[config.mk]
export PLATFORM = sky130hd
export DESIGN_NAME = motion_orientation_classifier_top
export DESIGN_NICKNAME = d
export VERILOG_FILES = /design/src/hdl/mocl_pkg.sv /design/src/hdl/motion_orientation_classifier_top.sv /design/src/hdl/mocl_flag_update.sv /design/src/hdl/mocl_classify.sv
export SDC_FILE = /design/constraint.sdc
export NUM_CORES = 1
export LEC_CHECK = 0
export BUFFER_PORTS_ARGS = -buffer_cell sky130_fd_sc_hd__buf_4
export CAP_MARGIN = 10
export CORE_ASPECT_RATIO = 0.7
export CORE_MARGIN = 10
export CORE_UTILIZATION = 60
export DETAILED_ROUTE_END_ITERATION = 8
export PLACE_DENSITY_LB_ADDON = 0.25
export SLEW_MARGIN = 10
export SYNTH_ARGS = -nofsm -noshare
export SYNTH_HDL_FRONTEND = slang
export SYNTH_HIERARCHICAL = 1
export SYNTH_SLANG_ARGS = --single-unit
[constraint.sdc]
create_clock -name aclk -period 7.08 [get_ports aclk]
set_clock_uncertainty 0.2 [all_clocks]
set_input_delay 1.77 -clock aclk [delete_from_list [all_inputs] [get_ports aclk]]
set_output_delay 1.77 -clock aclk [all_outputs]
set_load 0.05 [all_outputs]
[src/hdl/mocl_pkg.sv]
`default_nettype none

package mocl_pkg;

    // Field widths.
    localparam int SAMPLE_W   = 16;
    localparam int NUM_AXES   = 3;
    localparam int NIB_W      = 4;
    localparam int FLAGS_W    = NUM_AXES * NIB_W;
    localparam int STATE_W    = 4;
    localparam int CFG_ADDR_W = 2;
    localparam int S_TDATA_W  = 2 * NUM_AXES * SAMPLE_W;
    localparam int RESULT_W   = FLAGS_W + STATE_W + 1 + STATE_W;
    localparam int M_TDATA_W  = ((RESULT_W + 7) / 8) * 8;

    // Default thresholds: one g and ninety dps, each less a margin.
    localparam int ONE_G             = 8192;
    localparam int ONE_G_MARGIN      = 2000;
    localparam int NINETY_DPS        = 11796;
    localparam int NINETY_DPS_MARGIN = 1500;

    typedef logic signed [SAMPLE_W-1:0] sample_t;

    localparam sample_t ACCEL_HIGH_RESET = sample_t'(ONE_G - ONE_G_MARGIN);
    localparam sample_t ACCEL_LOW_RESET  = sample_t'(ONE_G_MARGIN - ONE_G);
    localparam sample_t GYRO_HIGH_RESET  = sample_t'(NINETY_DPS - NINETY_DPS_MARGIN);
    localparam sample_t GYRO_LOW_RESET   = sample_t'(NINETY_DPS_MARGIN - NINETY_DPS);

    // Motion state code for "no match" / "none held yet".
    localparam logic [STATE_W-1:0] STATE_NONE = 4'd12;

    // Configuration register indexes.
    typedef enum logic [CFG_ADDR_W-1:0] {
        REG_ACCEL_HIGH = 2'd0,
        REG_ACCEL_LOW  = 2'd1,
        REG_GYRO_HIGH  = 2'd2,
        REG_GYRO_LOW   = 2'd3
    } cfg_reg_t;

    // Axis nibble patterns that name a direction.
    localparam logic [NIB_W-1:0] NIB_UP      = 4'h1;
    localparam logic [NIB_W-1:0] NIB_DOWN    = 4'h2;
    localparam logic [NIB_W-1:0] NIB_RIGHT_A = 4'h5;
    localparam logic [NIB_W-1:0] NIB_RIGHT_B = 4'h6;
    localparam logic [NIB_W-1:0] NIB_LEFT_A  = 4'h9;
    localparam logic [NIB_W-1:0] NIB_LEFT_B  = 4'hA;

    // Direction within an axis; the state code is axis * 4 + direction.
    localparam logic [1:0] DIR_UP    = 2'd0;
    localparam logic [1:0] DIR_DOWN  = 2'd1;
    localparam logic [1:0] DIR_RIGHT = 2'd2;
    localparam logic [1:0] DIR_LEFT  = 2'd3;

    // One inertial sample; accel_x sits in the lowest bits.
    typedef struct packed {
        sample_t rate_z;
        sample_t rate_y;
        sample_t rate_x;
        sample_t accel_z;
        sample_t accel_y;
        sample_t accel_x;
    } sample_set_t;

    typedef struct packed {
        sample_t accel_high;
        sample_t accel_low;
        sample_t gyro_high;
        sample_t gyro_low;
    } thresholds_t;

    // One result; motion_flags sits in the lowest bits.
    typedef struct packed {
        logic [STATE_W-1:0] held_state;
        logic               state_changed;
        logic [STATE_W-1:0] decoded_state;
        logic [FLAGS_W-1:0] motion_flags;
    } result_t;

    // Next value of one flag pair, {neg, pos}. Tests are made in a fixed
    // order so that crossed thresholds behave the same as the spec.
    function automatic logic [1:0] pair_next(input sample_t v, input sample_t hi,
                                             input sample_t lo, input logic [1:0] cur);
        logic [1:0] nxt;
        nxt = cur;
        if (v > hi) begin
            nxt[0] = 1'b1;
        end else if (v < hi && v > lo) begin
            nxt = 2'b00;
        end else if (v < lo) begin
            nxt[1] = 1'b1;
        end
        return nxt;
    endfunction

    // Decode one axis nibble: bit 2 is the match flag, bits 1..0 the direction.
    function automatic logic [2:0] nib_decode(input logic [NIB_W-1:0] nib);
        logic [2:0] code;
        case (nib) inside
            NIB_UP:                   code = {1'b1, DIR_UP};
            NIB_DOWN:                 code = {1'b1, DIR_DOWN};
            NIB_RIGHT_A, NIB_RIGHT_B: code = {1'b1, DIR_RIGHT};
            NIB_LEFT_A, NIB_LEFT_B:   code = {1'b1, DIR_LEFT};
            default:                  code = 3'b000;
        endcase
        return code;
    endfunction

endpackage

`default_nettype wire

[src/hdl/motion_orientation_classifier_top.sv]
// Path: a sample transferred into the input register passes through the flag
// update and table decode into the result register, which drives m_tdata.
// Throughput: one sample per cycle while m_tready is high; the flag update and
// table decode share a single combinational stage between the two registers.
// Reset: synchronous, active low; clears the flags and stage valid bits, sets
// the held state to none and restores the default thresholds.
`default_nettype none

module motion_orientation_classifier_top
    import mocl_pkg::*;
(
    input  wire logic                  aclk,
    input  wire logic                  aresetn,

    // Configuration write port.
    input  wire logic                  cfg_wr_en,
    input  wire logic [CFG_ADDR_W-1:0] cfg_addr,
    input  wire logic [SAMPLE_W-1:0]   cfg_wr_data,

    // Sample stream.
    input  wire logic                  s_tvalid,
    output logic                       s_tready,
    // Fields from bit 0: accel_x, accel_y, accel_z, rate_x, rate_y, rate_z.
    input  wire logic [S_TDATA_W-1:0]  s_tdata,

    // Result stream.
    output logic                       m_tvalid,
    input  wire logic                  m_tready,
    // Fields from bit 0: motion_flags, decoded_state, state_changed,
    // held_state, zero padding.
    output logic [M_TDATA_W-1:0]       m_tdata
);

    logic               in_valid_reg;
    sample_set_t        in_data_reg;
    logic               out_valid_reg;
    result_t            out_data_reg;
    logic [FLAGS_W-1:0] flag_reg;
    logic [STATE_W-1:0] held_state_reg;
    thresholds_t        thr_reg;

    logic               advance;
    logic               step;
    logic [FLAGS_W-1:0] flags_next;
    logic [STATE_W-1:0] held_next;
    result_t            result;

    // The result register frees up when empty or when its transfer completes.
    assign advance  = !out_valid_reg || m_tready;
    assign step     = advance && in_valid_reg;
    assign s_tready = !in_valid_reg || advance;

    mocl_flag_update u_flag_update (
        .samples    (in_data_reg),
        .thr        (thr_reg),
        .flags_cur  (flag_reg),
        .flags_next (flags_next)
    );

    mocl_classify u_classify (
        .flags     (flags_next),
        .held_cur  (held_state_reg),
        .result    (result),
        .held_next (held_next)
    );

    // Threshold registers.
    always_ff @(posedge aclk) begin
        if (!aresetn) begin
            thr_reg.accel_high <= ACCEL_HIGH_RESET;
            thr_reg.accel_low  <= ACCEL_LOW_RESET;
            thr_reg.gyro_high  <= GYRO_HIGH_RESET;
            thr_reg.gyro_low   <= GYRO_LOW_RESET;
        end else if (cfg_wr_en) begin
            unique case (cfg_reg_t'(cfg_addr))
                REG_ACCEL_HIGH: thr_reg.accel_high <= cfg_wr_data;
                REG_ACCEL_LOW:  thr_reg.accel_low  <= cfg_wr_data;
                REG_GYRO_HIGH:  thr_reg.gyro_high  <= cfg_wr_data;
                REG_GYRO_LOW:   thr_reg.gyro_low   <= cfg_wr_data;
                default: begin
                end
            endcase
        end
    end

    // Control state: stage valid bits, latched flags and held state.
    always_ff @(posedge aclk) begin
        if (!aresetn) begin
            in_valid_reg   <= 1'b0;
            out_valid_reg  <= 1'b0;
            flag_reg       <= '0;
            held_state_reg <= STATE_NONE;
        end else begin
            if (s_tready) begin
                in_valid_reg <= s_tvalid;
            end
            if (advance) begin
                out_valid_reg <= in_valid_reg;
            end
            if (step) begin
                flag_reg       <= flags_next;
                held_state_reg <= held_next;
            end
        end
    end

    // Payload registers.
    always_ff @(posedge aclk) begin
        if (s_tvalid && s_tready) begin
            in_data_reg <= sample_set_t'(s_tdata);
        end
        if (step) begin
            out_data_reg <= result;
        end
    end

    assign m_tvalid = out_valid_reg;
    assign m_tdata  = {{(M_TDATA_W - RESULT_W){1'b0}}, out_data_reg};

`ifndef SYNTHESIS
    // A reported change always carries the new state as the held state.
    assert property (@(posedge aclk) disable iff (!aresetn)
        out_valid_reg && out_data_reg.state_changed
        |-> out_data_reg.held_state == out_data_reg.decoded_state)
        else $error("changed result does not hold its decoded state");

    // A valid decode without a change means the state was already held.
    assert property (@(posedge aclk) disable iff (!aresetn)
        out_valid_reg && !out_data_reg.state_changed
        && out_data_reg.decoded_state != STATE_NONE
        |-> out_data_reg.held_state == out_data_reg.decoded_state)
        else $error("unchanged valid decode differs from held state");

    // Latched flags and held state move only when a sample passes through.
    assert property (@(posedge aclk) disable iff (!aresetn)
        !step |=> $stable(flag_reg) && $stable(held_state_reg))
        else $error("state changed without a sample");

    // Reset leaves no held state and clears the latched flags.
    assert property (@(posedge aclk)
        !aresetn |=> held_state_reg == STATE_NONE && flag_reg == '0)
        else $error("reset did not clear the classifier state");
`endif

endmodule

`default_nettype wire

[src/hdl/mocl_flag_update.sv]
`default_nettype none

module mocl_flag_update
    import mocl_pkg::*;
(
    input  wire sample_set_t         samples,
    input  wire thresholds_t         thr,
    input  wire logic [FLAGS_W-1:0]  flags_cur,
    output logic      [FLAGS_W-1:0]  flags_next
);

    // Each axis nibble: bits 1..0 from acceleration, bits 3..2 from rotation rate.
    always_comb begin
        flags_next[1:0]   = pair_next(samples.accel_x, thr.accel_high, thr.accel_low,
                                      flags_cur[1:0]);
        flags_next[5:4]   = pair_next(samples.accel_y, thr.accel_high, thr.accel_low,
                                      flags_cur[5:4]);
        flags_next[9:8]   = pair_next(samples.accel_z, thr.accel_high, thr.accel_low,
                                      flags_cur[9:8]);
        flags_next[3:2]   = pair_next(samples.rate_x, thr.gyro_high, thr.gyro_low,
                                      flags_cur[3:2]);
        flags_next[7:6]   = pair_next(samples.rate_y, thr.gyro_high, thr.gyro_low,
                                      flags_cur[7:6]);
        flags_next[11:10] = pair_next(samples.rate_z, thr.gyro_high, thr.gyro_low,
                                      flags_cur[11:10]);
    end

endmodule

`default_nettype wire

[src/hdl/mocl_classify.sv]
`default_nettype none

module mocl_classify
    import mocl_pkg::*;
(
    input  wire logic [FLAGS_W-1:0] flags,
    input  wire logic [STATE_W-1:0] held_cur,
    output result_t                 result,
    output logic      [STATE_W-1:0] held_next
);

    logic [STATE_W-1:0] dec;
    logic               changed;

    // Only one axis nibble may be nonzero; a direction pattern there names the state, else none.
    always_comb begin
        logic [NIB_W-1:0]   nib;
        logic [FLAGS_W-1:0] others;
        logic [2:0]         code;
        dec = STATE_NONE;
        for (int a = 0; a < NUM_AXES; a++) begin
            nib    = flags[a*NIB_W +: NIB_W];
            others = flags & ~(FLAGS_W'(4'hF) << (a * NIB_W));
            code   = nib_decode(nib);
            if (nib != '0 && others == '0 && code[2]) begin
                dec = {2'(a), code[1:0]};
            end
        end
    end

    // A valid state that differs from the held one replaces it.
    assign changed   = (dec != STATE_NONE) && (dec != held_cur);
    assign held_next = changed ? dec : held_cur;

    assign result.motion_flags  = flags;
    assign result.decoded_state = dec;
    assign result.state_changed = changed;
    assign result.held_state    = held_next;

endmodule

`default_nettype wire
======== After elaboration in Yosys (flattened, before gate mapping) ========
Cells that the tools add are included.
storage, ports and cells
  bits in registers ....................... 199
  input port bits ......................... 119
  word-level logic and storage cells ...... 147
cells by class
  order comparisons ....................... 24
  equal/unequal tests ..................... 23
  mux-type cells .......................... 46
  reductions and logical operators ........ 36
operator list
  cell                number
  $gt 16x16->1        12
  $lt 16x16->1        12
  $logic_not 12->1    3
  $mux 3              12
  $mux 1              30
  $eq 4x3->1 const B  6
  $eq 4x4->1 const B  6
  $mux 4              4
  $logic_and 1x1->1   15
  $eq 4x1->1 const B  3
  $eq 4x2->1 const B  3
  $reduce_bool 4->1   3
  $reduce_or 2->1     6
  $reduce_and 2->1    4
  $eq 2x2->1 const B  2
  $ne 4x4->1          1
  $ne 4x4->1 const B  1
  $eq 2x1->1 const B  1
  $logic_not 1->1     2
  $logic_not 2->1     1
  $logic_or 1x1->1    2

======== Longest topological paths before layout ========
Gate-level depths: netlist of run 1.
  depth after elaboration ................. 17
  mapped depth ............................ 16
  gate-level depth less buffers ........... 16

======== Cells and area by module ========
Netlist of run 1, hierarchy kept.
modules (own cells, without submodules)
  module                             instances  cells an instance  area each (µm²)  sequential area each (µm²)
  motion_orientation_classifier_top  1          453                6571.3           5154.9
  mocl_flag_update                   1          601                4725.8           0.0
  mocl_classify                      1          68                 469.2            0.0

======== Worst setup path after synthesis of run 1 ========
OpenSTA, ideal clock, no wires.
  kind .................................... input to register
  start point ............................. in m_tready
  end point ............................... reg in_data_reg[0] (netlist name), enable pin
  library setup time ...................... 0.465 ns
  arrival ................................. 4.632 ns
  required time ........................... 6.415 ns
  slack ................................... 1.783 ns
  stages on the path ...................... 4
  path buffers ............................ 1
  cell sequence ........................... nor2b_1 -> buf_2 -> nand2_1 -> and2_1
between the ends
  cells in the longest elaborated chain, start to end .. 3
ends and longest elaborated chain
  what                  RTL line                                  RTL
  start, declared       motion_orientation_classifier_top.sv:28   input wire logic m_tready,
  $logic_or 1x1->1      motion_orientation_classifier_top.sv:49   assign advance = !out_valid_reg || m_tready;
  $logic_or 1x1->1      motion_orientation_classifier_top.sv:51   assign s_tready = !in_valid_reg || advance;
  via s_tready          motion_orientation_classifier_top.sv:22   output logic s_tready,
  $logic_and 1x1->1     motion_orientation_classifier_top.sv:109  if (s_tvalid && s_tready) begin
  end signal, assigned  motion_orientation_classifier_top.sv:110  in_data_reg <= sample_set_t'(s_tdata);
  end, declared         motion_orientation_classifier_top.sv:35   sample_set_t in_data_reg;
The timed path passes the listed nets, and every way through them passes these cells.
A chain may end at the register's enable or synchronous reset.

======== Worst setup path in the final report of run 1 ========
  start point ............................. reg in_data_reg[15] (netlist name)
  end point ............................... reg held_state_reg[0]
between the ends
  cells in the longest elaborated chain, start to end .. 17
  elaborated cells on any way between the ends .. 38
  classes of those cells .................. order compare: 4; eq/ne: 8; mux: 13; reduce/logical: 13
ends and longest elaborated chain
  what                                                RTL line                                  RTL
  $lt 16x16->1 (tied with other cells)                mocl_pkg.sv:89                            end else if (v < lo) begin
  $mux 1 / $logic_and 1x1->1 (equally long branches)  mocl_pkg.sv:89, mocl_pkg.sv:87
  $mux 1                                              mocl_pkg.sv:87                            end else if (v < hi && v > lo) begin
  $mux 1 *                                            mocl_pkg.sv:85                            if (v > hi) begin
  via flags_next[1]                                   motion_orientation_classifier_top.sv:44   logic [FLAGS_W-1:0] flags_next;
  $eq 4x4->1                                          mocl_classify.sv:24                       code = nib_decode(nib);
  $reduce_or 2->1                                     mocl_pkg.sv:98                            case (nib) inside
  $mux 3 (4 in a row)                                 mocl_pkg.sv:98
  $logic_and 1x1->1                                   mocl_classify.sv:25                       if (nib != '0 && others == '0 && code[2]) begin
  $mux 4 (2 in a row)                                 mocl_classify.sv:25
  $mux 4 *                                            mocl_classify.sv:25
  $ne 4x4->1                                          mocl_classify.sv:32                       assign changed = (dec != STATE_NONE) && (dec != held_cur);
  $logic_and 1x1->1                                   mocl_classify.sv:32
  $mux 4 *                                            mocl_classify.sv:33                       assign held_next = changed ? dec : held_cur;
  via held_next[0]                                    motion_orientation_classifier_top.sv:45   logic [STATE_W-1:0] held_next;
  end signal, assigned                                motion_orientation_classifier_top.sv:102  held_state_reg <= held_next;
  end, declared                                       motion_orientation_classifier_top.sv:39   logic [STATE_W-1:0] held_state_reg;
The timed path passes the listed nets; every way through them passes the cells marked *.

==> results.cfg, run 1 <==
[status]
outcome = finished clean

[yosys]
yosys_most_used_dff = edfxtp_1
yosysUniqueCellTypes = 72
avgSynthCellArea_um2 = 10.5
ys_warn_count = 6
synth_seq_area_share = 0.438
async_flop_share = 0
synth_edf_count = 117
ys_ff_latch = 199
syn_inst = 1122
synthesis.area_um2 = 11800

[final_layout]
area_growth_pct = 14.6
layout-drive-gt1-share = 0.170
nets = 1554
regArea_um2 = 5150
n_antenna_cell = 0
largest_reg_flops = 96
fillCellCount = 1425
multiInputGateArea_um2 = 5980

[cts]
cts.sinks = 199
htree_levels = 4
clk_pin_slew_ns = 0.08
cts-resized-gates = 0
cts_root_buf = clkbuf_16
cts-hold-fix-buffers = 0
cts_tree = built
post_cts_buffers = 0
cts_buffers = 17
cts_buffer_depth = 2
clock_latency_ns = 0.45

[timing]
tns_ns = 0
rsz0062_at_grt = false
finalHoldViolCount = 0
fmax_ghz = 0.196
finalCritPeriodShare = 0.720
worst_slew_pin_slew_ns = 1.28
maxSlewHeadroom = 0.121
setup_viol = 0
final_max_slew_viol_count = 0
timing.final.ws_setup_ns = 1.98
period_needed_ns = 5.10

[job]
maxCapViolCount = 0

[grt]
grt_pass1_wl_um = 47300
grt_overflow = 0
grt_pass1_vias = 8494
grt_max_degree = 97
antenna_found_initial = 0
grt_use_total = 0.236

[routing]
drtAntennaViolNets = 0
firstDrtPassIters = 5
avgRoutedWirePerCell_um = 20.2
drt_iter0_markers = 841
wl_um = 30700
vias = 9072
via_per_inst = 5.97
drc_errors = 0

[worst_setup_path]
worstSetupStartpointType = flop
r2r_cells = 14
critPathCaptureType = flop
cp.depth = 14
r2r_end = held_state_reg[0]
crit_path_end = held_state_reg[0]
setup.worst_path.start = in_data_reg[15]
rrSetupSlack_ns = 1.98
critical-path-max-stage-delay_ns = 0.75
cpLargestDelayFamily = simple AND/OR/NAND/NOR gates
arrival_ns = 5.18
worstSetupPathType = flop to flop
required_ns = 7.16
cp_max_fo = 6
r2r-start = in_data_reg[15]
path_cells = ha_1 > nand4_1 > nor4_1 > a21boi_0 > o41ai_1 > a221oi_1 > a311oi_1 > or4_1 > or2_1 > a211oi_1 > nor2_1 > a21o_1 > nand2_1 > mux2i_1
cpMaxStageDelayCell = nor4_1
cp_num_buf_inv = 0

[placement]
gp_congestion = 0.978
pre_cts_ws_ns = 2.24
hpwl_um = 24400
portBuffers = 141

[die]
num_rows = 42
die_y_um = 137
die_width_um = 187
core-area_um2 = 19100
die_area_um2 = 25700
initial_utilization = 0.617
ioPinCount = 145

[power_and_ir_drop]
ir_worst_vdd_mv = 0.187
power.leakage_nw = 5.94
power.density_nw_per_um2 = 207

[min_path]
hp-class = flop to flop
## cell families (layout without fill, tap and decap cells)
group / after synthesis / after routing / share of synthesized area
compound gates: 223 / 223 / 0.127
xor+xnor: 9 / 9 / 0.00670
fa+ha+maj: 192 / 192 / 0.204
buf+inv: 136 / 268 / 0.0541
flops: 199 / 199 / 0.438
mux: 27 / 27 / 0.0235
other cells: 1 / 3 / 0.000319
simple gates: 335 / 335 / 0.146
## worst min path at each step
stage,depth (start not counted),startpoint,end,slack [ns]
finish,2,thr_reg[55],thr_reg[55],0.26
global route,2,thr_reg[63],thr_reg[63],0.27
CTS,2,thr_reg[55],thr_reg[55],0.26
detailed placement,2,thr_reg[55],thr_reg[55],0.25
global placement,2,thr_reg[4],thr_reg[4],0.24
floorplan,2,thr_reg[4],thr_reg[4],0.23
## Yosys cell counts, types with 6 or more instances
library cell	number	area [um^2]
a211o_1	8	70.1
a211oi_1	10	75.1
a21o_1	23	173
a21oi_1	65	325
and4_1	6	52.6
buf_2	6	30.0
buf_4	21	158
clkbuf_1	12	45.0
dfxtp_1	82	1640
edfxtp_1	117	3510
ha_1	192	2400
inv_1	90	338
mux2i_1	25	250
nand2_1	121	454
nand2b_1	8	50.1
nand3_1	69	345
nand3_2	8	80.1
nand4_1	34	213
nor2_1	22	82.6
nor2b_1	13	81.3
nor3_1	15	75.1
nor4_1	10	62.6
o211ai_1	10	75.1
o21a_1	6	45.0
o21ai_0	40	200
o21ai_2	12	105
xnor2_1	6	52.6
## through the flow
stage          area, um^2  utilization  hold WS, ns  cells  power [W]
2_1_floorplan       11800            -        0.230   1124    0.00168
3_3_place_gp        12900        0.676        0.242   1488    0.00182
3_5_place_dp        12900        0.676        0.249   1488    0.00184
4_1_cts             13500        0.707        0.258   1520    0.00280
5_1_grt             13500        0.707        0.273   1520    0.00291
6_report            13500        0.707        0.255   1520    0.00279
## metal layers
| layer | wire length (um) | global-route usage | up-vias | share of wire |
|---|---|---|---|---|
| met5 | 0 | 0 | - | 0 |
| met4 | 289 | 0.0545 | 0 | 0.0094 |
| met3 | 3390 | 0.0826 | 29 | 0.11 |
| met2 | 12300 | 0.325 | 387 | 0.40 |
| met1 | 14700 | 0.343 | 4251 | 0.48 |
| li1 | - | - | 4405 | - |
## layout make-up
type / count / share of cell area
clock inverter: 14 / 0.00965
tap: 264 / 0.0245
clock buffer: 18 / 0.0334
inverter: 90 / 0.0251
sequential: 199 / 0.382
timing repair buffer: 146 / 0.0813
multi-input combinational: 789 / 0.444
## report_power, final
part / leakage, nW / internal (W) / switching (W)
combinational: 3.85 / 0.000201 / 0.000296
clock: 0.289 / 0.000488 / 0.000473
sequential: 1.80 / 0.00129 / 0.0000394
## cell usage in the layout, fill, tap and decap left out, drive strengths merged, types with 5 or more instances in the layout
master / instances
nor2: 23
nor2b: 13
and4: 6
nor4: 11
o211ai: 10
nand4: 34
nor3: 15
o21a: 6
o21ai: 52
nand2: 121
nand2b: 8
and3: 5
a211o: 8
buf: 146
nand3: 77
xnor2: 6
mux2i: 25
a21boi: 5
inv: 100
or2: 5
a211oi: 10
a21oi: 65
ha: 192
clkbuf: 18
edfxtp: 117
a21o: 23
dfxtp: 82
## worst min-delay path, cell delays in order, from the launching register on
cell and delay, ns:
dfxtp_1 0.32, nand3_2 0.06, o21ai_2 0.04
Note: power is estimated with default switching activity, not from simulation.
==> run 2: changes to the inputs <==
--- a/config.mk
+++ b/config.mk
@@ -9,7 +9,7 @@
 export CAP_MARGIN = 10
 export CORE_ASPECT_RATIO = 0.7
 export CORE_MARGIN = 10
-export CORE_UTILIZATION = 60
+export CORE_UTILIZATION = 53
 export DETAILED_ROUTE_END_ITERATION = 8
 export PLACE_DENSITY_LB_ADDON = 0.25
 export SLEW_MARGIN = 10
==> constraint.sdc (replaced) <==
create_clock -name aclk -period 4.2 [get_ports aclk]
set_clock_uncertainty 0.2 [all_clocks]
set_input_delay 1.05 -clock aclk [delete_from_list [all_inputs] [get_ports aclk]]
set_output_delay 1.05 -clock aclk [all_outputs]
set_load 0.05 [all_outputs]
==> run 2 against run 1 <==
  * The flow now finishes with violations (setup timing)
  * Register-to-register slack lost 2.1 ns
  * Maximum frequency grew 19%
  * Count of clock-buffer cells in the layout grew 6
  * Hold slack gained 0.0041 ns
  * Die area grew 11%
  * Sequential power grew 69%
  * Utilization shrank 3.8 points
  * Via count grew 4.2%
  * Final area grew 7.9%
  * Sequential share of layout area shrank 2.8 points
  * Largest cell class unchanged
  * Highest routed layer unchanged
==> results.cfg, run 2 (same netlist as run 1, synthesis figures left out) <==
[power_and_ir_drop]
power.leakage_nw = 6.41
power.density_nw_per_um2 = 346
power_w = 0.00503
ir_worst_vdd_mv = 0.329

[routing]
top_layer_used = met4
wl_met2_um = 14200
avgRoutedWirePerCell_um = 21.1
wl_met3_um = 2960
drt_iter0_markers = 1027
firstDrtPassIters = 6
via_per_inst = 5.85
vias = 9449
wl_um = 34100
wl_met1_um = 16600
drtAntennaViolNets = 0
drc_errors = 0

[timing]
fmax_ghz = 0.233
setup_viol = 2
finalCritPeriodShare = 1.02
period_needed_ns = 4.30
maxSlewHeadroom = 0.246
tns_ns = -0.103
hold_ws_ns = 0.259
finalHoldViolCount = 0
worst_slew_pin_slew_ns = 1.13
final_max_slew_viol_count = 0
timing.final.ws_setup_ns = -0.0961
rsz0062_at_grt = true

[cts]
clk_pin_slew_ns = 0.08
cts-hold-fix-buffers = 0
cts.sinks = 199
clock_latency_ns = 0.45
cts_buffer_depth = 2
htree_levels = 4
cts_root_buf = clkbuf_16
cts_buffers = 17
cts_tree = built

[die]
die_y_um = 145
ioPinCount = 145
initial_utilization = 0.541
num_rows = 45
die_area_um2 = 28700
core-area_um2 = 21700
die_width_um = 198

[grt]
grt_pass1_vias = 9118
grt_pass1_wl_um = 51500
grt_use_total = 0.236
grt_overflow = 0
antenna_found_initial = 0
grt_max_degree = 81

[worst_setup_path]
required_ns = 4.29
worstSetupPathType = flop to flop
r2r_cells = 15
setup.worst_path.start = in_data_reg[6]
cpMaxStageDelayCell = or4_4
r2r-start = in_data_reg[6]
critical-path-max-stage-delay_ns = 0.54
crit_path_end = m_tdata[16]
cp_max_fo = 3
path_cells = buf_6 > ha_4 > nand4_1 > nor4_4 > a21boi_4 > o41ai_4 > a221oi_2 > buf_4 > nor2_2 > or4_4 > or2_4 > a211o_1 > and3_1 > a211o_1 > a31oi_1
rrSetupSlack_ns = -0.1
cpMostUsedCell = a211o_1
r2r_end = m_tdata[16]
worstSetupStartpointType = flop
critPathCaptureType = flop
arrival_ns = 4.38

[status]
outcome = finished with violations
violations = setup timing

[min_path]
hp-class = flop to flop

[placement]
gp_congestion = 1.01
hpwl_um = 27000
portBuffers = 141
pre_cts_ws_ns = -0.180

[final_layout]
n_antenna_cell = 0
final_common_cell = buf_4
nets = 1631
finish.utilization = 0.669
area_growth_pct = 23.6
layout-drive-gt1-share = 0.256
fillCellCount = 1744
final_cell_mix = 220 x buf_4, 184 x ha_1, 121 x nand2_1
largest_reg_flops = 96

[job]
maxCapViolCount = 0
==> run 2: cell types whose count changed in the layout (fill, tap and decap cells not counted), sizes merged <==
cell,before,now
clkinv,4,5
buf,146,223
clkbuf,18,24
inv,100,93
==> run 2: report_power, final <==
group	internal, W	switching [W]	total [W]
registers	0.00218	0.0000726	0.00225
logic	0.000435	0.000564	0.000999
clock network	0.000997	0.000779	0.00178
total	0.00361	0.00142	0.00503
==> run 2: timing repair <==
action / CTS / global route
pin swaps: 10 / 33
setup buffers: 3 / 8
endpoints found under the setup margin: 8 / 13
hold endpoints to repair: 0 / 0
resized for setup: 12 / 60
==> run 2: cell type report <==
class,instances,area [um^2],area share
Clock inverter,8,63.8,0.00439
Multi-Input combinational cell,789,6350,0.437
Sequential cell,199,5160,0.355
Tap cell,282,353,0.0243
Inverter,90,338,0.0232
Clock buffer,24,589,0.0405
Timing Repair Buffer,223,1690,0.116
==> run 2: layer usage <==
| metal | vias to the layer above | GRT usage |
|---|---|---|
| met4 | 0 | 0.0496 |
| met2 | 353 | 0.340 |
| li1 | 4544 | - |
| met3 | 26 | 0.0572 |
| met1 | 4526 | 0.349 |
| met5 | - | 0 |
==> run 2: worst min-delay path by stage <==
stage,from,end,cells past startpoint
after global placement,thr_reg[4],thr_reg[4],2
after detailed placement,thr_reg[4],thr_reg[4],2
after floorplan,thr_reg[4],thr_reg[4],2
final,thr_reg[4],thr_reg[4],2
after CTS,thr_reg[4],thr_reg[4],2
after global routing,thr_reg[55],thr_reg[55],2
==> run 2: stage by stage <==
step | cells | cell area, um^2
floorplan | 1124 | 11800
global placement | 1572 | 13400
detailed placement | 1572 | 13400
CTS | 1607 | 14100
global route | 1615 | 14500
finish | 1615 | 14500
==> run 2: critical path: cells and delay by family (launching register included) <==
family	cells	cell delay, ns
and+or+nand+nor	6	1.67
AOI/OAI and AO/OA	6	1.28
DFF	1	0.43
buffers and inverters	2	0.30
adders and majority gates	1	0.25
